`src/design/c2p_pkg.sv`:
```
// ----------------------------------------------------------------------------
// c2p_pkg: shared types, constants and angle table
// Stage payload types and the CORDIC arctangent constants of the cartesian
// to polar radar block.
// ----------------------------------------------------------------------------
package c2p_pkg;

  localparam int FRAC_BITS         = 16;
  localparam int ANG_FRAC          = 60;
  localparam int CORDIC_STAGES_DEF = 24;
  localparam int SQRT_CELLS        = 32;
  localparam int DIV_CELLS         = 64;
  localparam int XY_W              = 36;
  localparam int BEAR_W            = 19;
  localparam int RATE_W            = 33;

  typedef struct packed {
    logic vld;
    logic zero;
  } ctl_t;

  typedef struct packed {
    logic [63:0] s;
    logic [63:0] r;
    logic [63:0] mag;
    logic        neg;
  } sq_t;

  typedef struct packed {
    logic [31:0] rem;
    logic [63:0] dq;
    logic [31:0] d;
    logic        neg;
  } dv_t;

  typedef struct packed {
    logic signed [XY_W-1:0] x;
    logic signed [XY_W-1:0] y;
    logic signed [63:0]     z;
  } cd_t;

  function automatic logic [63:0] atan_inv5();
    logic [63:0] p;
    logic [63:0] acc;
    p   = (64'd1 << ANG_FRAC) / 5;
    acc = p;
    for (int k = 1; k < 64; k++) begin
      p = p / 25;
      if (p == 64'd0) break;
      if (k[0]) acc = acc - p / 64'(2 * k + 1);
      else acc = acc + p / 64'(2 * k + 1);
    end
    return acc;
  endfunction

  function automatic logic [63:0] atan_inv239();
    logic [63:0] p;
    logic [63:0] acc;
    p   = (64'd1 << ANG_FRAC) / 239;
    acc = p;
    for (int k = 1; k < 64; k++) begin
      p = p / 57121;
      if (p == 64'd0) break;
      if (k[0]) acc = acc - p / 64'(2 * k + 1);
      else acc = acc + p / 64'(2 * k + 1);
    end
    return acc;
  endfunction

  function automatic logic [63:0] atan_entry(input int i);
    logic [63:0] acc;
    logic [63:0] t;
    int          e;
    acc = 64'd0;
    if (i == 0) begin
      acc = 64'd4 * atan_inv5() - atan_inv239();
    end else begin
      for (int k = 0; k < 64; k++) begin
        e = i * (2 * k + 1);
        if (e > ANG_FRAC) break;
        t = (64'd1 << (ANG_FRAC - e)) / 64'(2 * k + 1);
        if (k % 2 == 1) acc = acc - t;
        else acc = acc + t;
      end
    end
    return acc;
  endfunction

  localparam logic [63:0] PI_Q   = 64'd4 * atan_entry(0);
  localparam logic [63:0] HALF_Q = PI_Q >> 1;

endpackage

```
`src/design/c2p_div_cell.sv`:
```
// ----------------------------------------------------------------------------
// c2p_div_cell: one quotient bit of the range-rate division
// Restoring division step; the dividend shifts out as quotient bits shift in.
// ----------------------------------------------------------------------------
module c2p_div_cell (
  input  logic          clk,
  input  logic          en,
  input  c2p_pkg::dv_t  d_in,
  output c2p_pkg::dv_t  d_out
);
  import c2p_pkg::*;

  dv_t         d_r;
  dv_t         d_nxt;
  logic [32:0] part;
  logic [32:0] diff;
  logic        qbit;

  always_comb begin
    part  = {d_in.rem, d_in.dq[63]};
    diff  = part - {1'b0, d_in.d};
    qbit  = (part >= {1'b0, d_in.d});
    d_nxt = d_in;
    d_nxt.rem = qbit ? diff[31:0] : part[31:0];
    d_nxt.dq  = {d_in.dq[62:0], qbit};
  end

  always_ff @(posedge clk) begin
    if (en) d_r <= d_nxt;
  end

  assign d_out = d_r;

endmodule

```
`config.mk`:
```
export PLATFORM = sky130hd
export DESIGN_NAME = c2p_div_cell
export DESIGN_NICKNAME = d
export VERILOG_FILES = /design/src/design/c2p_pkg.sv /design/src/design/c2p_div_cell.sv
export SDC_FILE = /design/constraint.sdc
export NUM_CORES = 1
export LEC_CHECK = 0
export BUFFER_PORTS_ARGS = -buffer_cell sky130_fd_sc_hd__buf_2
export CAP_MARGIN = 20
export CORE_ASPECT_RATIO = 1.1
export CORE_MARGIN = 3
export CORE_UTILIZATION = 44
export DETAILED_ROUTE_END_ITERATION = 8
export PLACE_DENSITY = 0.79
export SLEW_MARGIN = 20
export SYNTH_ARGS = -nofsm -noshare
export SYNTH_HDL_FRONTEND = slang
export SYNTH_SLANG_ARGS = --single-unit
```
`constraint.sdc`:
```
create_clock -name clk -period 2.7 [get_ports clk]
set_input_delay 0.27 -clock clk [delete_from_list [all_inputs] [get_ports clk]]
set_output_delay 0.27 -clock clk [all_outputs]
set_load 0.05 [all_outputs]
```
==> results.sh <==
export IMPL_die_area_mm2=0.0156
export IMPL_grt_pass1_vias=5289
export IMPL_post_route_util=0.656
export IMPL_cts_tree="yes"
export IMPL_vias_per_cell=4.98
export IMPL_worst_setup_path_start_kind="input port"
export IMPL_end_kind="register"
export IMPL_numPortBuffers=259
export IMPL_hold_path_end="d_out[95]"
export IMPL_hold_depth=1
export IMPL_dp_hpwl_um=14300
export IMPL_rsz0062_at_grt="no"
export IMPL_synth_top_area_cell="edfxtp_1"
export IMPL_io_pins=260
export IMPL_timing_max_transition_violations_final=0
export IMPL_synth_top_cell_area_share=0.625
export IMPL_ys_warn_count=0
export IMPL_fmax_mhz=387
export IMPL_place_gp_congestion=0.867
export IMPL_path_cells="buf_2 > inv_1 > ha_1 > fa_1 > nor2b_1 > o2111ai_1 > a21oi_1 > o31ai_1 > a21oi_2 > buf_4 > and4b_1 > o31ai_1 > o21ai_1"
export IMPL_grt_max_degree=52
export IMPL_wl_per_cell_um=17.8
export IMPL_dpl_cell_count=989
export IMPL_die_h_um=131
export IMPL_setup_viol=0
export IMPL_hold_viol_final=0
export IMPL_nets=988
export IMPL_ys_types=49
export IMPL_synth_edff_count=129
export IMPL_ctsHtreeMaxLevel=4
export IMPL_place_ws_ns=-0.320
export IMPL_ys_seq_elements=129
export IMPL_wirelength_um=18200
export IMPL_antenna_found_initial=1
export IMPL_num_vias=5094
export IMPL_initial_core_util=0.460
export IMPL_drive_gt1_frac=0.454
export IMPL_crit_type="in -> reg"
export IMPL_critPathTopFamily="compound AO/OA/AOI/OAI gates"
export IMPL_clkSinkCount=129
export IMPL_cp_max_fo=5
export IMPL_finalCritPeriodShare=0.958
export IMPL_cts_max_path_buffers=2
export IMPL_fp_dieW_um=119
export IMPL_max_stage_delay_ns=0.44
export IMPL_instances_no_fill=1022
export IMPL_path_clk_slew_ns=0.06
export IMPL_syn_num_nets=652
export IMPL_cap_violations=0
export IMPL_worstMarginPinSlew_ns=0.475
export IMPL_ant_nets=0
export IMPL_synth_area_leaders="edfxtp_1 62%, ha_1 6.5%, a21oi_1 4.4%, inv_1 2.8%, xnor2_1 2.3%"
export IMPL_track_usage=0.228
export IMPL_fin_crit_ns=2.59
export IMPL_grt_remaining_overflow=0
export IMPL_cellPowerDensity_mw_per_mm2=755
export IMPL_async_flop_share=0
export IMPL_seq_area_frac_synth=0.625
export IMPL_core_mm2=0.0135
export IMPL_outcome="finished clean"
export IMPL_syn_area_per_cell_um2=12.7
export IMPL_holdCritPathClass="in -> reg"
export IMPL_vdd_ir_drop_max_v=0.000320
export IMPL_required_ns=2.86
export IMPL_cts_setup_buffers=0
export IMPL_route_detailed_drc=0
export IMPL_drtPass1Iterations=5
export IMPL_largest_reg_flops=129
export IMPL_area_delta_synth_final_pct=42.6
export IMPL_grt_first_pass_wirelength_um=26900
export IMPL_layout_common_cells="258 x buf_2, 129 x edfxtp_1, 71 x buf_4"
export IMPL_hp_start="d_in[94]"
export IMPL_setup_slack_ns=0.114
export IMPL_relSlewSlack=0.683
export IMPL_syn_area_mm2=0.00620
export IMPL_clockRootBuffer="clkbuf_16"
export IMPL_whs_ns=0.0243
export IMPL_drtIter0Drc=327
export IMPL_cts_buffers=17
export IMPL_cts_hold_buffers=0
export IMPL_crit_buf_inv=3
export IMPL_ys_flop_type="edfxtp_1"
export IMPL_cp_slowest_cell="o31ai_1"
export IMPL_rows=44
export IMPL_leakage_uw=0.00407
export IMPL_final_common_cell="buf_2"
export IMPL_syn_inst=488
export IMPL_cp_arrival_ns=2.74
export IMPL_crit_top_cell="o31ai_1"
-- cells in the mapped netlist, types with 5 or more instances --
library cell,instances
a21o_1,8
edfxtp_1,129
a21oi_1,54
xnor2_1,16
buf_2,5
nand2_1,24
o21bai_1,5
buf_6,5
nand4_1,8
ha_1,32
xor2_1,10
nand3_1,8
inv_1,46
mux2_4,8
clkbuf_1,6
o31ai_1,7
o21a_1,6
nor2_1,37
nand2b_1,7
o21ai_0,17
-- power by group --
group	switching [uW]	internal (uW)
registers	54.7	2450
logic	1260	590
clock network	934	1390
total	2250	4430
-- routing by layer --
layer  GRT usage  share of wire  routed length, um
met3      0.0870          0.090               1630
met5           0              0                  0
met1       0.242           0.37               6700
met4       0.104          0.025                453
met2       0.405           0.52               9380
-- layout make-up --
type                       count  area (um2)
fill                        1026        4650
sequential                   129        3870
multi-input combinational    296        2050
timing repair buffer         334        1920
clock buffer                  17         425
tap                          184         230
clock inverter                15         176
inverter                      46         173
antenna                        1        2.50
-- cell families after synthesis --
| logic type | count (synthesis) | share of synthesized area |
|---|---|---|
| AO/OA/AOI/OAI | 120 | 0.118 |
| XOR/XNOR | 26 | 0.0367 |
| adder cells (fa/ha/maj) | 33 | 0.0678 |
| buffers and inverters | 63 | 0.0458 |
| flip-flops | 129 | 0.625 |
| multiplexers | 10 | 0.0226 |
| AND/OR/NAND/NOR | 107 | 0.0843 |
-- stage by stage --
step	total power [uW]	instance area [um2]	setup TNS (ns)
after floorplan	3770	6200	0
after global placement	4360	8240	-4.05
after detailed placement	4390	8240	-6.32
after CTS	6730	8840	0
after global routing	6930	8840	0
final	6680	8840	0
-- timing repair --
action / CTS / global route
endpoints found under the setup margin: 0 / 1
hold endpoints to repair: 0 / 0
resized for setup: 0 / 1
-- worst max-delay path by stage --
stage / end / cells after the start / from / slack, ns
finish: d_out[123] / 13 / d_in[96] / 0.11
global route: d_out[121] / 12 / d_in[96] / 0.01
CTS: d_out[128] / 11 / d_in[24] / 0.09
detailed placement: d_out[128] / 11 / d_in[24] / -0.32
global placement: d_out[128] / 11 / d_in[24] / -0.20
floorplan: d_out[101] / 11 / d_in[24] / 0.06
Note: power is estimated with default switching activity, not from simulation.
