### src/design/c2p_pkg.sv
// ----------------------------------------------------------------------------
// c2p_pkg: shared types, constants and angle table
// Stage payload types and the CORDIC arctangent constants of the cartesian
// to polar radar block.
// ----------------------------------------------------------------------------
package c2p_pkg;

  localparam int FRAC_BITS         = 16;
  localparam int ANG_FRAC          = 60;
  localparam int CORDIC_STAGES_DEF = 24;
  localparam int SQRT_CELLS        = 32;
  localparam int DIV_CELLS         = 64;
  localparam int XY_W              = 36;
  localparam int BEAR_W            = 19;
  localparam int RATE_W            = 33;

  typedef struct packed {
    logic vld;
    logic zero;
  } ctl_t;

  typedef struct packed {
    logic [63:0] s;
    logic [63:0] r;
    logic [63:0] mag;
    logic        neg;
  } sq_t;

  typedef struct packed {
    logic [31:0] rem;
    logic [63:0] dq;
    logic [31:0] d;
    logic        neg;
  } dv_t;

  typedef struct packed {
    logic signed [XY_W-1:0] x;
    logic signed [XY_W-1:0] y;
    logic signed [63:0]     z;
  } cd_t;

  function automatic logic [63:0] atan_inv5();
    logic [63:0] p;
    logic [63:0] acc;
    p   = (64'd1 << ANG_FRAC) / 5;
    acc = p;
    for (int k = 1; k < 64; k++) begin
      p = p / 25;
      if (p == 64'd0) break;
      if (k[0]) acc = acc - p / 64'(2 * k + 1);
      else acc = acc + p / 64'(2 * k + 1);
    end
    return acc;
  endfunction

  function automatic logic [63:0] atan_inv239();
    logic [63:0] p;
    logic [63:0] acc;
    p   = (64'd1 << ANG_FRAC) / 239;
    acc = p;
    for (int k = 1; k < 64; k++) begin
      p = p / 57121;
      if (p == 64'd0) break;
      if (k[0]) acc = acc - p / 64'(2 * k + 1);
      else acc = acc + p / 64'(2 * k + 1);
    end
    return acc;
  endfunction

  function automatic logic [63:0] atan_entry(input int i);
    logic [63:0] acc;
    logic [63:0] t;
    int          e;
    acc = 64'd0;
    if (i == 0) begin
      acc = 64'd4 * atan_inv5() - atan_inv239();
    end else begin
      for (int k = 0; k < 64; k++) begin
        e = i * (2 * k + 1);
        if (e > ANG_FRAC) break;
        t = (64'd1 << (ANG_FRAC - e)) / 64'(2 * k + 1);
        if (k % 2 == 1) acc = acc - t;
        else acc = acc + t;
      end
    end
    return acc;
  endfunction

  localparam logic [63:0] PI_Q   = 64'd4 * atan_entry(0);
  localparam logic [63:0] HALF_Q = PI_Q >> 1;

endpackage

### src/design/c2p_cordic_cell.sv
// ----------------------------------------------------------------------------
// c2p_cordic_cell: one CORDIC vectoring micro-rotation
// Rotates toward the x axis by atan(2^-S) and accumulates the angle.
// ----------------------------------------------------------------------------
module c2p_cordic_cell #(
  parameter int S = 0
) (
  input  logic          clk,
  input  logic          en,
  input  c2p_pkg::cd_t  d_in,
  output c2p_pkg::cd_t  d_out
);
  import c2p_pkg::*;

  localparam logic signed [63:0] ANG = $signed(atan_entry(S));

  cd_t                    d_r;
  cd_t                    d_nxt;
  logic signed [XY_W-1:0] dx;
  logic signed [XY_W-1:0] dy;

  always_comb begin
    dx = d_in.y >>> S;
    dy = d_in.x >>> S;
    if (d_in.y > 0) begin
      d_nxt.x = d_in.x + dx;
      d_nxt.y = d_in.y - dy;
      d_nxt.z = d_in.z + ANG;
    end else begin
      d_nxt.x = d_in.x - dx;
      d_nxt.y = d_in.y + dy;
      d_nxt.z = d_in.z - ANG;
    end
  end

  always_ff @(posedge clk) begin
    if (en) d_r <= d_nxt;
  end

  assign d_out = d_r;

endmodule

### config.mk
export PLATFORM = sky130hd
export DESIGN_NAME = c2p_cordic_cell
export DESIGN_NICKNAME = d
export VERILOG_FILES = /design/src/design/c2p_pkg.sv /design/src/design/c2p_cordic_cell.sv
export SDC_FILE = /design/constraint.sdc
export NUM_CORES = 1
export LEC_CHECK = 0
export ABC_AREA = 0
export CORE_MARGIN = 2
export CORE_UTILIZATION = 70
export DETAILED_ROUTE_END_ITERATION = 10
export DONT_BUFFER_PORTS = 1
export MAX_ROUTING_LAYER = met4
export PLACE_DENSITY = 0.86
export SLEW_MARGIN = 20
export SYNTH_ARGS = -nofsm -noshare
export SYNTH_HDL_FRONTEND = slang
export SYNTH_SLANG_ARGS = --single-unit
### constraint.sdc
create_clock -name clk -period 7.3 [get_ports clk]
set_clock_uncertainty 0.05 [all_clocks]
set_input_delay 0.365 -clock clk [delete_from_list [all_inputs] [get_ports clk]]
set_output_delay 0.365 -clock clk [all_outputs]
set_load 0.1 [all_outputs]
==> flow_summary.ini, run 1 <==
[status]
status = finished, final reports clean

[logic_synthesis]
synth.largest_area_cell = edfxtp_1
yosysWarnings = 0
synth-adder-area-share_pct = 15.5
synth_edf_count = 135
synth-xor-area-share_pct = 8.12
yosys-top-cells-area = edfxtp_1 (29%), ha_1 (15%), a21oi_1 (7.6%)
synthMuxAreaShare_pct = 1.16
synthDominantCellAreaShare_pct = 29.3
yosys.area_share.simple_pct = 15.0
synth-seq-cells = 135
syn_area_um2 = 13800
async_flop_share_pct = 0
ys_types = 80
synth_top_flop_cell = edfxtp_1
synth_top_family_by_area = compound AO/OA/AOI/OAI gates
synth_compound_area_share_pct = 25.4
synth_cells = 1628
seq_area_frac_synth_pct = 29.3
syn_area_per_cell_um2 = 8.48
yosys-top-cells-count = a21oi_1 (209), ha_1 (165), edfxtp_1 (135)
yosysMostFrequentCell = a21oi_1
syn-num-nets = 1935

[worst_hold_path]
min_path_cells = 0
hold_path.class = primary input to flip-flop

[routing]
routed_via_density = 7.01
vias = 13000
finalWirelength_mm = 42.4
remaining_drc_errors = 0
first_iter_violations = 1911
dr.pass1.iters = 9
routedWlPerCell_um = 22.8
ant_nets = 0

[pwr]
seq_power_share_pct = 51.3
p_leak_nw = 6.05
power_switching_mw = 1.95
swShare_pct = 49.4
combPwrFrac_pct = 24.0
p_per_area_nw_per_um2 = 271
power_frac_clock_pct = 24.7
ir_worst_vdd_mv = 0.170
intPower_mw = 2.01

[global_routing]
grt_pass1_vias = 12000
gr-total-overflow = 0
grt_usage_pct = 40.8
grt_max_degree = 129
antenna_found_initial = 0
grt_pass1_wl_mm = 64.7

[floorplanning]
die_area_um2 = 20900
rows = 51
io_pins = 274
initial_core_util_pct = 71.2
core-area_um2 = 19400
die_h_um = 144
die_w_um = 144

[setup_path]
endpoint = d_out[61]$_DFFE_PP_
crit_required_ns = 7.44
crit_fanout = 53
cp.depth = 17
start_kind = primary input
worst-path-buf-inv = 2
cp_top_family = compound AO/OA/AOI/OAI gates
crit_path_start = d_in[72]
crit_slowest_cell = nor4_1
crit_top_cell = a21oi_1
criticalPathCategory = primary input to flip-flop
end_kind = flip-flop
worstPathCellList = nor4_1 -> nand4_1 -> nor2_1 -> a41o_4 -> inv_2 -> buf_4 -> ha_1 -> nand2_1 -> o21ai_0 -> o311ai_0 -> a21oi_1 -> nor3b_1 -> o41ai_2 -> a221o_1 -> a21oi_1 -> o21ai_1 -> xor2_1
critPathArrivalTime_ns = 5.49
cpPeakStageDelay_ns = 0.76

[cts]
root_buffer = clkbuf_16
ctsResizeCount = 0
tritoncts = done
clkSinkCount = 135
ctsLongestPathBuffers = 2
htree_levels = 4
clk_pin_slew_worst_paths_ns = 0.07
postCtsSetupBuffers = 0
cts-buffers-inserted = 17
cts_hold_buf = 4

[timing]
slew_headroom_pct = 26.5
hold_violations = 0
drv_slew = 0
tightest_slew_ns = 1.11
setup_viol = 0
rsz0062_at_grt = false
fin_tns_setup_ns = 0
fin_crit_ns = 5.35
fin_crit_sh_pct = 73.3
max_freq_mhz = 187

[finish]
nNetsFinal = 1889
drive_above_1_share_pct = 4.51
post-route-util_pct = 75.2
largest_reg_flops = 135
syn2layout_area_growth_pct = 5.65
n_antenna_cell = 0

[placed_design]
numPortBuffers = 0
dpl.hpwl_mm = 32.3
gp_congestion = 1.03

[run]
cap_violations = 0
-- power groups by stage --
stage	registers (mW)	clock network [mW]	logic, mW
5_1_grt	2.04	1.01	1.03
2_1_floorplan	2.01	0	0.699
3_5_place_dp	2.05	0	0.902
4_1_cts	2.03	0.973	0.914
3_3_place_gp	2.04	0	0.890
6_report	2.03	0.977	0.950
-- per-layer routing --
metal / share of wire, % / wire length [um] / track usage (%)
met5: 0 / 0 / -
met1: 38 / 16000 / 51.4
met4: 5.6 / 2360 / 18.6
met3: 12 / 5090 / 8.38
met2: 45 / 19000 / 63.5
-- per-stage QoR --
step | total power [mW] | area [um2] | worst slack (ns) | cells | hold slack [ns]
after floorplan | 2.71 | 13800 | 2.25 | 1628 | 0.414
after global placement | 2.93 | 13900 | 1.71 | 1824 | 0.414
after detailed placement | 2.95 | 13900 | 1.60 | 1824 | 0.414
after CTS | 3.92 | 14600 | 2.06 | 1860 | 0.000833
after global routing | 4.08 | 14600 | 1.82 | 1860 | 0.00402
final | 3.96 | 14600 | 1.95 | 1860 | 0.0131
-- worst min path at each step --
stage | to | startpoint | slack (ns)
CTS | d_out[113]$_DFFE_PP_ | en | 0.0008
global route | d_out[113]$_DFFE_PP_ | en | 0.004
finish | d_out[113]$_DFFE_PP_ | en | 0.01
global placement | d_out[2]$_DFFE_PP_ | d_in[2] | 0.41
floorplan | d_out[0]$_DFFE_PP_ | d_in[0] | 0.41
detailed placement | d_out[0]$_DFFE_PP_ | d_in[0] | 0.41
-- placed cells by master, fill, tap and decap left out, types with 35 or more instances in the layout --
cell type,count
ha_1,165
o21ai_0,115
inv_1,118
a21oi_1,209
nor2_1,123
a21o_1,49
edfxtp_1,135
nand2_1,111
xnor2_1,97
nand3_1,35
-- layout make-up --
class / instances / area [um2]
Inverter: 123 / 462
Clock buffer: 18 / 429
Clock inverter: 14 / 221
Timing Repair Buffer: 7 / 82.6
Tap cell: 265 / 332
Sequential cell: 135 / 4050
Fill cell: 1467 / 4800
Multi-Input combinational cell: 1298 / 9010
-- logic make-up (layout without fill, tap and decap cells) --
group / Yosys count / in the layout
mux: 16 / 16
buf+inv: 195 / 162
simple gates: 429 / 429
xor+xnor: 128 / 128
fa+ha+maj: 169 / 169
flops: 135 / 135
compound gates: 556 / 556
(Power assumes the default switching activity.)
==> run 2, diff against run 1 <==
- ABC_AREA: 0 -> 1
- CORE_UTILIZATION: 70 -> 60
- PLACE_DENSITY: 0.86 -> 0.79
- clock period: 7.3 -> 4.3 ns (I/O delays scaled with it)
==> run 2 against run 1 <==
Effect of this change:
- cell count is 60% higher
- core utilization is 11 points lower
- largest power group unchanged
- first-iteration DRC count is 0.10% higher
- design area is 19% higher
- die area is 38% higher
==> flow_summary.ini, run 2 <==
[logic_synthesis]
synth_cells = 2632
yosysMostFrequentCell = nand2_1
syn-num-nets = 2939
synth.largest_area_cell = edfxtp_1
ys_types = 38
syn_area_per_cell_um2 = 6.27
synthDominantCellAreaShare_pct = 24.6
yosys-top-cells-count = nand2_1 (791), inv_1 (407), nor2_1 (317)
seq_area_frac_synth_pct = 24.6
async_flop_share_pct = 0
synth_top_flop_cell = edfxtp_1
synth_edf_count = 135
yosysWarnings = 0
yosys-top-cells-area = edfxtp_1 (25%), nand2_1 (18%), ha_1 (13%)
syn_area_um2 = 16500
synth-seq-cells = 135

[timing]
tightest_slew_ns = 1.07
setup_viol = 0
max_freq_mhz = 276
fin_tns_setup_ns = 0
drv_slew = 0
rsz0062_at_grt = false
fin_crit_sh_pct = 84.4
hold_violations = 0
fin_crit_ns = 3.63
slew_headroom_pct = 29.0

[cts]
cts-buffers-inserted = 17
htree_levels = 4
postCtsSetupBuffers = 0
clkSinkCount = 135
ctsResizeCount = 0
clk_pin_slew_worst_paths_ns = 0.08
tritoncts = done
root_buffer = clkbuf_16
ctsLongestPathBuffers = 2

[finish]
nNetsFinal = 2923
largest_reg_flops = 135
final_area_um2 = 17300
multi_input_area_um2 = 10600
n_antenna_cell = 0
syn2layout_area_growth_pct = 5.03
finalNonFillerCells = 2970
fillerInstances = 2591
final_common_cell = nand2_1
final_cell_mix = nand2_1 (790), inv_1 (406), nor2_1 (317)
post-route-util_pct = 64.3
ff_latch_area_um2 = 4050
drive_above_1_share_pct = 2.21

[setup_path]
criticalPathCategory = primary input to flip-flop
critPathArrivalTime_ns = 3.76
cpPeakStageDelay_ns = 0.44
worst-path-buf-inv = 2
cp_top_family = simple AND/OR/NAND/NOR gates
crit_fanout = 37
crit_required_ns = 4.44
start_kind = primary input
crit_slowest_cell = buf_4
worstPathCellList = inv_1 -> nand3_1 -> nor3_1 -> nand4_1 -> nand2_4 -> buf_4 -> ha_1 -> a21oi_1 -> o21ai_0 -> a21oi_1 -> o21ai_0 -> nand2_1 -> nand3_1 -> nand2_1
end_kind = flip-flop

[floorplanning]
die_area_um2 = 28900
io_pins = 274
initial_core_util_pct = 61.2
die_h_um = 170
core-area_um2 = 27000
rows = 60
die_w_um = 170

[pwr]
ir_worst_vdd_mv = 0.303
p_leak_nw = 8.56
p_per_area_nw_per_um2 = 382
p_total_mw = 6.62

[worst_hold_path]
hold_path.class = primary input to flip-flop

[global_routing]
grt_max_degree = 136
antenna_found_initial = 0
grt_pass1_vias = 16900
grt_pass1_wl_mm = 89.0
grt_usage_pct = 41.4
gr-total-overflow = 0

[placed_design]
dpl.cell_count = 2933
place_area_um2 = 16700
gp_congestion = 1.10
numPortBuffers = 0
dpl.hpwl_mm = 49.1

[routing]
vias = 18000
routedWlPerCell_um = 20.0
first_iter_violations = 1913
finalWirelength_mm = 59.4
dr.pass1.iters = 6
ant_nets = 0
routed_via_density = 6.05
remaining_drc_errors = 0

[status]
status = finished, final reports clean

[run]
cap_violations = 0
-- run 2: kinds of logic after synthesis --
group,count (synthesis),share of synthesized area (%)
AO/OA/AOI/OAI,405,13.1
XOR/XNOR,73,3.87
adder cells (fa/ha/maj),169,13.0
buffers and inverters,457,11.1
flip-flops,135,24.6
AND/OR/NAND/NOR,1393,34.3
-- run 2: report_power, final --
part | total (mW) | switching, mW | internal [mW]
registers | 3.23 | 1.50 | 1.73
clock network | 1.47 | 0.704 | 0.766
logic | 1.92 | 1.35 | 0.574
-- run 2: area by class of cell --
cell class | count | share of cell area [%]
Clock buffer | 18 | 2.48
Clock inverter | 14 | 0.758
Inverter | 412 | 8.92
Multi-Input combinational cell | 2040 | 61.3
Sequential cell | 135 | 23.4
Tap cell | 341 | 2.46
Timing Repair Buffer | 10 | 0.722
-- run 2: final timing paths --
check                 start  depth (start not counted)             endpoint  slack [ns]
setup / recovery   d_in[65]                         14  d_out[52]$_DFFE_PP_        0.67
hold / removal    d_in[100]                          2  d_out[64]$_DFFE_PP_       0.009
-- run 2: routing by layer --
metal  GRT usage (%)  up-vias  routed length, um
li1                -     8441                  -
met1            49.8     8149              22200
met2            68.4     1169              27400
met3            5.26      219               6240
met4            21.4        0               3540
met5               -        -                  0
-- run 2: metrics by stage --
| stage | setup slack (ns) | hold WS (ns) |
|---|---|---|
| 2_1_floorplan | 1.07 | 0.264 |
| 3_3_place_gp | 0.475 | 0.264 |
| 3_5_place_dp | 0.396 | 0.264 |
| 4_1_cts | 0.837 | 0.000575 |
| 5_1_grt | 0.528 | 0.0316 |
| 6_report | 0.671 | 0.00893 |
-- run 2: timing repair --
action / 4_1_cts / 5_1_grt
hold buffers: 5 / 0
hold endpoints to repair: 139 / 0
endpoints found under the setup margin: 0 / 0
