$ cat src/design/c2p_pkg.sv
// ----------------------------------------------------------------------------
// c2p_pkg: shared types, constants and angle table
// Stage payload types and the CORDIC arctangent constants of the cartesian
// to polar radar block.
// ----------------------------------------------------------------------------
package c2p_pkg;

  localparam int FRAC_BITS         = 16;
  localparam int ANG_FRAC          = 60;
  localparam int CORDIC_STAGES_DEF = 24;
  localparam int SQRT_CELLS        = 32;
  localparam int DIV_CELLS         = 64;
  localparam int XY_W              = 36;
  localparam int BEAR_W            = 19;
  localparam int RATE_W            = 33;

  typedef struct packed {
    logic vld;
    logic zero;
  } ctl_t;

  typedef struct packed {
    logic [63:0] s;
    logic [63:0] r;
    logic [63:0] mag;
    logic        neg;
  } sq_t;

  typedef struct packed {
    logic [31:0] rem;
    logic [63:0] dq;
    logic [31:0] d;
    logic        neg;
  } dv_t;

  typedef struct packed {
    logic signed [XY_W-1:0] x;
    logic signed [XY_W-1:0] y;
    logic signed [63:0]     z;
  } cd_t;

  function automatic logic [63:0] atan_inv5();
    logic [63:0] p;
    logic [63:0] acc;
    p   = (64'd1 << ANG_FRAC) / 5;
    acc = p;
    for (int k = 1; k < 64; k++) begin
      p = p / 25;
      if (p == 64'd0) break;
      if (k[0]) acc = acc - p / 64'(2 * k + 1);
      else acc = acc + p / 64'(2 * k + 1);
    end
    return acc;
  endfunction

  function automatic logic [63:0] atan_inv239();
    logic [63:0] p;
    logic [63:0] acc;
    p   = (64'd1 << ANG_FRAC) / 239;
    acc = p;
    for (int k = 1; k < 64; k++) begin
      p = p / 57121;
      if (p == 64'd0) break;
      if (k[0]) acc = acc - p / 64'(2 * k + 1);
      else acc = acc + p / 64'(2 * k + 1);
    end
    return acc;
  endfunction

  function automatic logic [63:0] atan_entry(input int i);
    logic [63:0] acc;
    logic [63:0] t;
    int          e;
    acc = 64'd0;
    if (i == 0) begin
      acc = 64'd4 * atan_inv5() - atan_inv239();
    end else begin
      for (int k = 0; k < 64; k++) begin
        e = i * (2 * k + 1);
        if (e > ANG_FRAC) break;
        t = (64'd1 << (ANG_FRAC - e)) / 64'(2 * k + 1);
        if (k % 2 == 1) acc = acc - t;
        else acc = acc + t;
      end
    end
    return acc;
  endfunction

  localparam logic [63:0] PI_Q   = 64'd4 * atan_entry(0);
  localparam logic [63:0] HALF_Q = PI_Q >> 1;

endpackage

$ cat src/design/c2p_sqrt_cell.sv
// ----------------------------------------------------------------------------
// c2p_sqrt_cell: one bit of the integer square root
// Restoring square root step for test bit 4^(31-K); carries the range-rate
// numerator alongside.
// ----------------------------------------------------------------------------
module c2p_sqrt_cell #(
  parameter int K = 0
) (
  input  logic          clk,
  input  logic          en,
  input  c2p_pkg::sq_t  d_in,
  output c2p_pkg::sq_t  d_out
);
  import c2p_pkg::*;

  localparam logic [63:0] BIT = 64'd1 << (62 - 2 * K);

  sq_t         d_r;
  sq_t         d_nxt;
  logic [63:0] trial;

  always_comb begin
    trial = d_in.r + BIT;
    d_nxt = d_in;
    if (d_in.s >= trial) begin
      d_nxt.s = d_in.s - trial;
      d_nxt.r = (d_in.r >> 1) + BIT;
    end else begin
      d_nxt.r = d_in.r >> 1;
    end
  end

  always_ff @(posedge clk) begin
    if (en) d_r <= d_nxt;
  end

  assign d_out = d_r;

endmodule

$ cat config.mk
export PLATFORM = sky130hd
export DESIGN_NAME = c2p_sqrt_cell
export DESIGN_NICKNAME = d
export VERILOG_FILES = /design/src/design/c2p_pkg.sv /design/src/design/c2p_sqrt_cell.sv
export SDC_FILE = /design/constraint.sdc
export NUM_CORES = 1
export LEC_CHECK = 0
export ABC_AREA = 1
export ABC_CLOCK_PERIOD_IN_PS = 3900
export BUFFER_PORTS_ARGS = -buffer_cell sky130_fd_sc_hd__buf_2
export CAP_MARGIN = 30
export CORE_MARGIN = 2
export CORE_UTILIZATION = 25
export DETAILED_ROUTE_END_ITERATION = 8
export GPL_ROUTABILITY_DRIVEN = 0
export PLACE_DENSITY = 0.44
export SLEW_MARGIN = 20
export SYNTH_ARGS = -nofsm -noshare
export SYNTH_HDL_FRONTEND = slang
export SYNTH_SLANG_ARGS = --single-unit
$ cat constraint.sdc
create_clock -name clk -period 3.9 [get_ports clk]
set_input_delay 0.78 -clock clk [delete_from_list [all_inputs] [get_ports clk]]
set_output_delay 0.78 -clock clk [all_outputs]
set_load 0.01 [all_outputs]
==> results of run 1 <==
## synthesized netlist by cell type
cell	count	area share, %
nand2_1	762	22
inv_1	401	12
edfxtp_1	193	45
nor2_1	112	3.3
nand3_1	79	3.1
ha_1	64	6.2
a21oi_1	43	1.7
xor2_1	30	2.0
nand4_1	20	0.97
nand3_2	11	0.85
buf_2	8	0.31
nor2_2	7	0.34
nor3_1	7	0.27
o21ai_0	7	0.27
nand2_2	6	0.29
inv_2	5	0.15
buf_6	3	0.26
nor3_2	3	0.23
nor4_1	3	0.15
and2_1	2	0.097
nand2_4	2	0.17
xnor2_1	2	0.14
a21oi_2	1	0.068
and3_1	1	0.048
buf_12	1	0.16
buf_4	1	0.058
fa_1	1	0.16
inv_4	1	0.048
o21ai_1	1	0.039
## final cells by class
cell class	instances	area, µm²	share of cell area (%)
Timing Repair Buffer	395	2031	12.46
Antenna cell	1	2.502	0.01535
Inverter	407	1530	9.389
Multi-Input combinational cell	1164	5483	33.64
Clock inverter	15	180.2	1.105
Clock buffer	17	425.4	2.610
Tap cell	680	850.8	5.220
Sequential cell	193	5796	35.56
## power by group through the flow
stage / Sequential, mW / Clock, mW / Combinational, mW
floorplan: 2.78 / 0 / 0.868
global placement: 2.66 / 0 / 1.73
detailed placement: 2.66 / 0 / 1.74
CTS: 2.61 / 1.93 / 1.74
global route: 2.63 / 1.99 / 1.94
finish: 2.61 / 1.83 / 1.72
## kinds of logic after synthesis
logic type,count (synthesis),synth area share [%]
fa+ha+maj,65,6.358
buf+inv,420,12.64
xor+xnor,32,2.171
simple gates,1015,31.90
flops,193,44.89
compound gates,52,2.045
## worst max-delay path, stage by stage
cell and delay (ns):
buf_2 0.07, inv_1 0.04, ha_1 0.20, fa_1 0.41, inv_1 0.11, nand3_1 0.11
nand2_4 0.12, nand2_2 0.05, nand2_2 0.13, nand2_1 0.08, nand2_2 0.14, nand2_2 0.08
nand3_2 0.08, nand2_2 0.07, nand2_4 0.08, buf_4 0.42, nand3_1 0.26, nand2_1 0.11
## per-layer routing
metal	GRT usage, %	share of wire [%]
met5	0	0.085
met4	6.371	2.3
met3	4.454	7.2
met2	29.33	45
met1	23.52	45
## path summary, 6_finish.rpt
kind                   from                   end  slack, ns  cells past startpoint
setup / recovery  d_in[129]  d_out[181]$_DFFE_PP_       0.91                     18
hold / removal     d_in[43]   d_out[43]$_DFFE_PP_       0.45                      1
## per-stage QoR
stage,instances,utilization (%),worst slack [ns]
floorplan,1777,-,1.153
global placement,2839,30.65,0.3801
detailed placement,2839,30.65,0.3588
CTS,2871,31.83,0.9149
global route,2871,31.83,0.7882
finish,2872,31.83,0.9092
==> run summary, run 1 <==
Outcome = complete, no violations
Area of all placed cells without fillers = 16300 µm²
RSZ-0062 raised after global routing = no
Pwr/cell area = 377.8 nW/µm²
Number of DRC markers in iteration 0 = 790
Max_slew headroom = 56.75%
Clk root buf = clkbuf_16
Flip-flop and latch count after synthesis = 193
Final Critical Period = 2.991 ns
P_sw = 2.162 mW
Post-Syn Area per Cell = 7.265 µm²
HPWL after DPL = 40850 µm
Max Slew Vio Count = 0
Gate Count Post-Synth = 1777
Max reg flops = 193
CTS Buffer Depth = 2
Final Hold Fails = 0
Clock power frac = 29.7%
Filler cells = 5643
Area grow syn2layout = 26.25%
Clk sinks = 193
Via count = 12250
Sum Neg Setup Slack = 0 ns
Most common cell after layout, fill and taps aside = nand2_1
I/O Pins = 388
Maximum VDD drop = 0.2318 mV
Leakage Power = 8.962 nW
Hold slack = 0.4506 ns
Synthesized area = 12910 µm²
Initial antenna violation count = 4
Tot GR Track Use = 18.14%
Worst min-delay path category = input port to flip-flop
CTS tree = yes
Max_cap viols = 0
CP required = 4.27 ns
Post-CTS resize count = 0
Placed inst area = 15690 µm²
Power after layout = 6.157 mW
Clk slew on worst S/H paths = 0.09 ns
Seq/Total Area, Yosys = 44.89%
WS Path Type = input port to flip-flop
F_max = 0.3344 GHz
DRC = 0
Net Sw Frac = 35.11%
Synth unique cells = 29
Slew @ Worst Pin = 0.6488 ns
DR WL/cell = 16.83 µm
Sequential power share = 42.4%
Core footprint = 51200 µm²
Final setup fails = 0
Logic pwr share = 27.9%
First-pass GRT wire length = 71500 µm
Worst Setup End Kind = flip-flop
WL final = 48320 µm
ANT nets after route = 0
Starting density of the core = 25.22%
Worst Path Arrival = 3.36 ns
Via density = 4.264
Die W = 231.2 µm
Final worst path period share = 76.69%
Num CTS Buffers = 17
Pint = 3.995 mW
Die area = 53470 µm²
# H-tree levels = 4
Global route overflow = 0
Port Buffer Count = 387
First drt pass iteration count = 5
Ratio of cells with drive above 1 in the final layout = 21.13%
Vias in the first global route = 12150
Most frequent cells in the layout = nand2_1 (762), inv_1 (401), buf_2 (386)
Post-cts hold buffer count = 0
Die Y-Extent = 231.2 µm
Syn Nets = 2037
# rows = 83
Setup repair bufs after CTS = 0
Yosys warns = 0
Startpoint types = input port
Final #Nets = 2438
Largest net degree at the start of global routing = 69
Maximum fanout along the worst path = 33
(Power assumes the default switching activity.)
==> inputs of run 2 (changes only) <==
Settings changed: ABC_CLOCK_PERIOD_IN_PS 3900 to 3150.
Clock period 3.9 ns to 3.15 ns, I/O delays scaled along.
==> run 2 against run 1 <==
Sequential power rose by 24%; critical path depth fell by 4; largest cell class unchanged; cell count rose by 0.84%; global-route usage barely moved; flip-flop and latch count did not move; utilization rose by 0.51 points; hold slack got worse by 0.15 ns; design area rose by 1.6%; combinational power rose by 29%.
==> run summary, run 2 (synthesized netlist as in run 1, its figures left out) <==
Most common cell after layout, fill and taps aside = nand2_1
CTS tree = yes
First drt pass iteration count = 5 (unchanged)
Pre-CTS setup slack = 0.09221 ns (-0.2666 ns)
Post-cts hold buffer count = 0 (unchanged)
Ratio of cells with drive above 1 in the final layout = 21.95% (+0.82 points)
Leakage Power = 9.105 nW (+1.6%)
Maximum VDD drop = 0.3043 mV (+31%)
Clk sinks = 193 (unchanged)
Num CTS Buffers = 17 (unchanged)
Setup repair bufs after CTS = 0 (unchanged)
Final Critical Period = 2.536 ns
Final worst path period share = 80.51%
DR WL/cell = 16.75 µm (-0.44%)
Grt peak-use layer = met2
First-pass GRT wire length = 71250 µm (-0.35%)
Hold slack = 0.3021 ns (-0.1485 ns)
# rows = 83 (unchanged)
Layout Cells excl Fill = 2896 (+0.84%)
Total placed cells including tap cells = 2862 (+0.81%)
Port Buffer Count = 387 (unchanged)
Initial antenna violation count = 5 (+1)
Worst min-delay path category = input port to flip-flop
Area grow syn2layout = 28.26%
Die W = 231.2 µm (unchanged)
Final setup fails = 0 (unchanged)
F_max = 0.3943 GHz
Filler cells = 5627 (-0.28%)
Worst Setup End Kind = flip-flop
Outcome = complete, no violations
Maximum fanout along the worst path = 4 (-88%)
Pwr/cell area = 469.9 nW/µm² (+24%)
M3 GR Usage = 4.294% (-0.16 points)
Via count = 12250 (+0.024%)
Vias in the first global route = 12090 (-0.49%)
WS Path Type = input port to flip-flop
Sum Neg Setup Slack = 0 ns (unchanged)
Final worst slack = 0.6139 ns (-0.2953 ns)
ANT nets after route = 0 (unchanged)
Max_cap viols = 0 (unchanged)
Tot GR Track Use = 18.13% (about the same)
Post-CTS resize count = 0 (unchanged)
Max Slew Vio Count = 0 (unchanged)
Final #Nets = 2461 (+0.94%)
# H-tree levels = 4 (unchanged)
Via density = 4.230 (-0.80%)
DRC = 0 (unchanged)
M1 GR Usage = 23.40% (-0.13 points)
Number of DRC markers in iteration 0 = 778 (-1.5%)
Clk slew on worst S/H paths = 0.09 ns (about the same)
Die area = 53470 µm² (unchanged)
Largest net degree at the start of global routing = 81 (+17%)
Clk root buf = clkbuf_16
HPWL after DPL = 40930 µm (+0.20%)
Max reg flops = 193 (unchanged)
Slew @ Worst Pin = 0.5022 ns (-0.1466 ns)
Most frequent cells in the layout = nand2_1 (762), inv_1 (401), buf_2 (386)
Final Hold Fails = 0 (unchanged)
Core footprint = 51200 µm² (unchanged)
RSZ-0062 raised after global routing = no
CP required = 3.42 ns (-0.85 ns)
Starting density of the core = 25.22% (unchanged)
GR Layer Usage met2 = 29.56% (+0.22 points)
Worst Path Arrival = 2.81 ns (-0.55 ns)
I/O Pins = 388 (unchanged)
Die Y-Extent = 231.2 µm (unchanged)
WL final = 48510 µm (+0.39%)
CTS Buffer Depth = 2 (unchanged)
Max_slew headroom = 66.43% (+9.7 points)
Global route overflow = 0 (unchanged)
Startpoint types = input port
[run 2: cell types whose count changed in the layout (fill, tap and decap cells not counted), sizes merged]
cell    before  now
buf        394  417
clkinv       7    8
diode        1    2
inv        415  414
[run 2: through the flow]
step	utilization [%]	total power, mW	cell area [µm²]
floorplan	-	4.515	12910
global placement	31.11	5.529	15930
detailed placement	31.11	5.534	15930
CTS	32.33	7.919	16550
global route	32.33	8.249	16550
finish	32.34	7.782	16560
[run 2: worst max-delay path: stages]
cell	delay, ns
buf_2	0.09
inv_1	0.05
ha_1	0.36
nand2_1	0.12
nor2_1	0.35
inv_1	0.08
nor2_1	0.19
nand2_1	0.12
nor3_1	0.40
nand2_1	0.15
nand2_1	0.08
nand2_1	0.05
nand3_1	0.07
nand2_1	0.05
[run 2: final timing paths]
check,endpoint,cells after the start,from
worst max-delay path,d_out[190]$_DFFE_PP_,14,d_in[96]
worst min-delay path,d_out[42]$_DFFE_PP_,1,d_in[42]
[run 2: report_power, final]
group	internal (mW)	switching (mW)	total [mW]
logic	0.772	1.45	2.22
clock network	1.09	1.23	2.32
registers	3.16	0.0803	3.24
[run 2: final cells by class]
type	instances	area, µm²	area share (%)
clock buffer	17	425.4	2.569
clock inverter	15	202.7	1.224
tap	680	850.8	5.138
antenna	2	5.005	0.03023
inverter	407	1530	9.241
sequential	193	5796	35.00
multi-input combinational	1164	5483	33.11
timing repair buffer	418	2266	13.68
[run 2: routing by layer]
layer | part of all wire [%] | wire length (µm) | up-vias
met1 | 45 | 22030 | 5490
met3 | 6.3 | 3076 | 55
met5 | 0.080 | 39 | -
met2 | 46 | 22240 | 413
li1 | - | - | 6285
met4 | 2.3 | 1126 | 6
==> inputs of run 3 (changes only) <==
Settings changed: ABC_CLOCK_PERIOD_IN_PS 3150 to 2100, PLACE_DENSITY 0.44 to 0.45.
Clock period 3.15 ns to 2.1 ns, I/O delays scaled along.
==> run 3 against run 2 <==
The flow now finishes with violations (setup timing); critical path depth did not move; combinational power grew 96%; critical endpoint is now d_out[173]$_DFFE_PP_; non-clock buffer count increased by 281; sequential power increased by 50%; sequential share of layout area shrank 5.7 points; hold slack worse by 0.21 ns; via count rose by 10%; flip-flop and latch count did not move; global-route usage increased by 0.71 points; design area grew 20%; largest power group unchanged; total power is 63% higher; wire length is 7.5% higher.
==> run summary, run 3 (synthesized netlist as in run 1, its figures left out) <==
Final Critical Period = 2.103 ns
HPWL after DPL = 43090 µm (+5.3%)
Initial antenna violation count = 4 (-1)
Clk root buf = clkbuf_16
I/O Pins = 388 (unchanged)
Pwr/cell area = 641.2 nW/µm² (+36%)
Num CTS Buffers = 17 (unchanged)
DRC = 0 (unchanged)
ANT nets after route = 0 (unchanged)
Die W = 231.2 µm (unchanged)
Maximum fanout along the worst path = 8 (+4)
Max reg flops = 193 (unchanged)
Die area = 53470 µm² (unchanged)
First-pass GRT wire length = 75220 µm (+5.6%)
Max_slew headroom = 71.96% (+5.5 points)
Final setup fails = 2 (+2)
# rows = 83 (unchanged)
Max_cap viols = 0 (unchanged)
Core footprint = 51200 µm² (unchanged)
Reg area = 5796 µm² (unchanged)
Tot GR Track Use = 18.84% (+0.71 points)
Most frequent cells in the layout = nand2_1 (685), inv_1 (394), buf_2 (382)
Multi-input gate area = 6499 µm² (+19%)
Leakage Power = 10.65 nW (+17%)
Starting density of the core = 25.22% (unchanged)
Area grow syn2layout = 53.42%
Final worst slack = -0.003062 ns (-0.6170 ns)
Clk sinks = 193 (unchanged)
Final Hold Fails = 0 (unchanged)
Outcome = finished with violations
# H-tree levels = 4 (unchanged)
Clk slew on worst S/H paths = 0.09 ns (about the same)
CTS tree = yes
Ratio of cells with drive above 1 in the final layout = 38.28% (+16 points)
Max Slew Vio Count = 0 (unchanged)
Failing checks = setup timing
Placed inst area = 18000 µm² (+13%)
Vias in the first global route = 13190 (+9.1%)
Post-cts hold buffer count = 0 (unchanged)
First drt pass iteration count = 5 (unchanged)
Worst Setup End Kind = flip-flop
Pre-CTS setup slack = -0.7095 ns (-0.8017 ns)
Most common cell after layout, fill and taps aside = nand2_1
Filler cells = 5436 (-3.4%)
CTS Buffer Depth = 2 (unchanged)
Global route overflow = 0 (unchanged)
WL final = 52130 µm (+7.5%)
Maximum VDD drop = 0.5496 mV (+81%)
Final worst path period share = 100.1%
F_max = 0.4755 GHz
Largest net degree at the start of global routing = 50 (-38%)
DR WL/cell = 16.41 µm (-2.0%)
Final #Nets = 2742 (+11%)
WS Path Type = input port to flip-flop
Worst min-delay path category = input port to flip-flop
Number of DRC markers in iteration 0 = 724 (-6.9%)
RSZ-0062 raised after global routing = yes
Slew @ Worst Pin = 0.4162 ns (-0.08598 ns)
Area of all placed cells without fillers = 19810 µm² (+20%)
Startpoint types = input port
Via count = 13490 (+10%)
Die Y-Extent = 231.2 µm (unchanged)
CP required = 2.36 ns (-1.06 ns)
Via density = 4.245 (+0.37%)
Port Buffer Count = 387 (unchanged)
Worst Path Arrival = 2.36 ns (-0.45 ns)
[run 3: cell count changes in the layout (fill, tap and decap cells not counted), sizes merged]
cell	change
buf	+279
clkbuf	+2
clkinv	+1
clkinvlp	+1
inv	-2
[run 3: final timing paths]
kind                  startpoint  slack, ns                    to  cells after the start
worst min-delay path    d_in[56]       0.09   d_out[56]$_DFFE_PP_                      1
worst max-delay path   d_in[116]     -0.003  d_out[173]$_DFFE_PP_                     14
[run 3: cell type report]
type	instances	area share (%)
Timing Repair Buffer	699	22.60
Antenna cell	2	0.02527
Sequential cell	193	29.26
Inverter	407	7.840
Tap cell	680	4.296
Clock buffer	17	2.148
Multi-Input combinational cell	1164	32.81
Clock inverter	15	1.023
[run 3: metrics by stage]
stage | instances | hold WS, ns | power, mW | setup TNS (ns) | utilization, %
after floorplan | 1777 | 0.5189 | 6.809 | -9.566 | -
after global placement | 3130 | 0.5971 | 8.867 | -38.23 | 35.16
after detailed placement | 3130 | 0.5984 | 8.878 | -39.78 | 35.16
after CTS | 3162 | 0.03930 | 12.49 | -0.03839 | 36.54
after global routing | 3175 | 0.05227 | 13.43 | -0.2507 | 38.68
final | 3177 | 0.09365 | 12.70 | -0.004113 | 38.69
[run 3: worst max-delay path: stages]
cell and delay, ns:
buf_2 0.10, inv_1 0.05, ha_1 0.32, nand2_2 0.07, buf_4 0.14, nor3_4 0.20
nand2_2 0.15, nor3_4 0.21, nand2_4 0.09, nand2_8 0.14, clkinv_8 0.11, clkbuf_16 0.21
nand2_2 0.06, nand2_1 0.06
[run 3: metal layers]
metal	vias to the layer above	global-route usage, %	part of all wire, %
met4	4	6.351	3.5
li1	6833	-	-
met2	414	30.36	45
met1	6164	25.07	46
met5	-	0	0.048
met3	72	3.875	5.8
[run 3: repair_timing]
item,in CTS,in global routing
cloned,0,3
buffers inserted,0,10
gates resized for setup,20,207
pin swaps,1,28
endpoints found under the setup margin,55,66
[run 3: where the power goes]
| group | switching [mW] | total, mW | internal (mW) |
|---|---|---|---|
| Sequential | 0.120 | 4.86 | 4.74 |
| Clock | 1.85 | 3.49 | 1.64 |
| Combinational | 2.49 | 4.35 | 1.86 |
| Total | 4.46 | 12.7 | 8.24 |
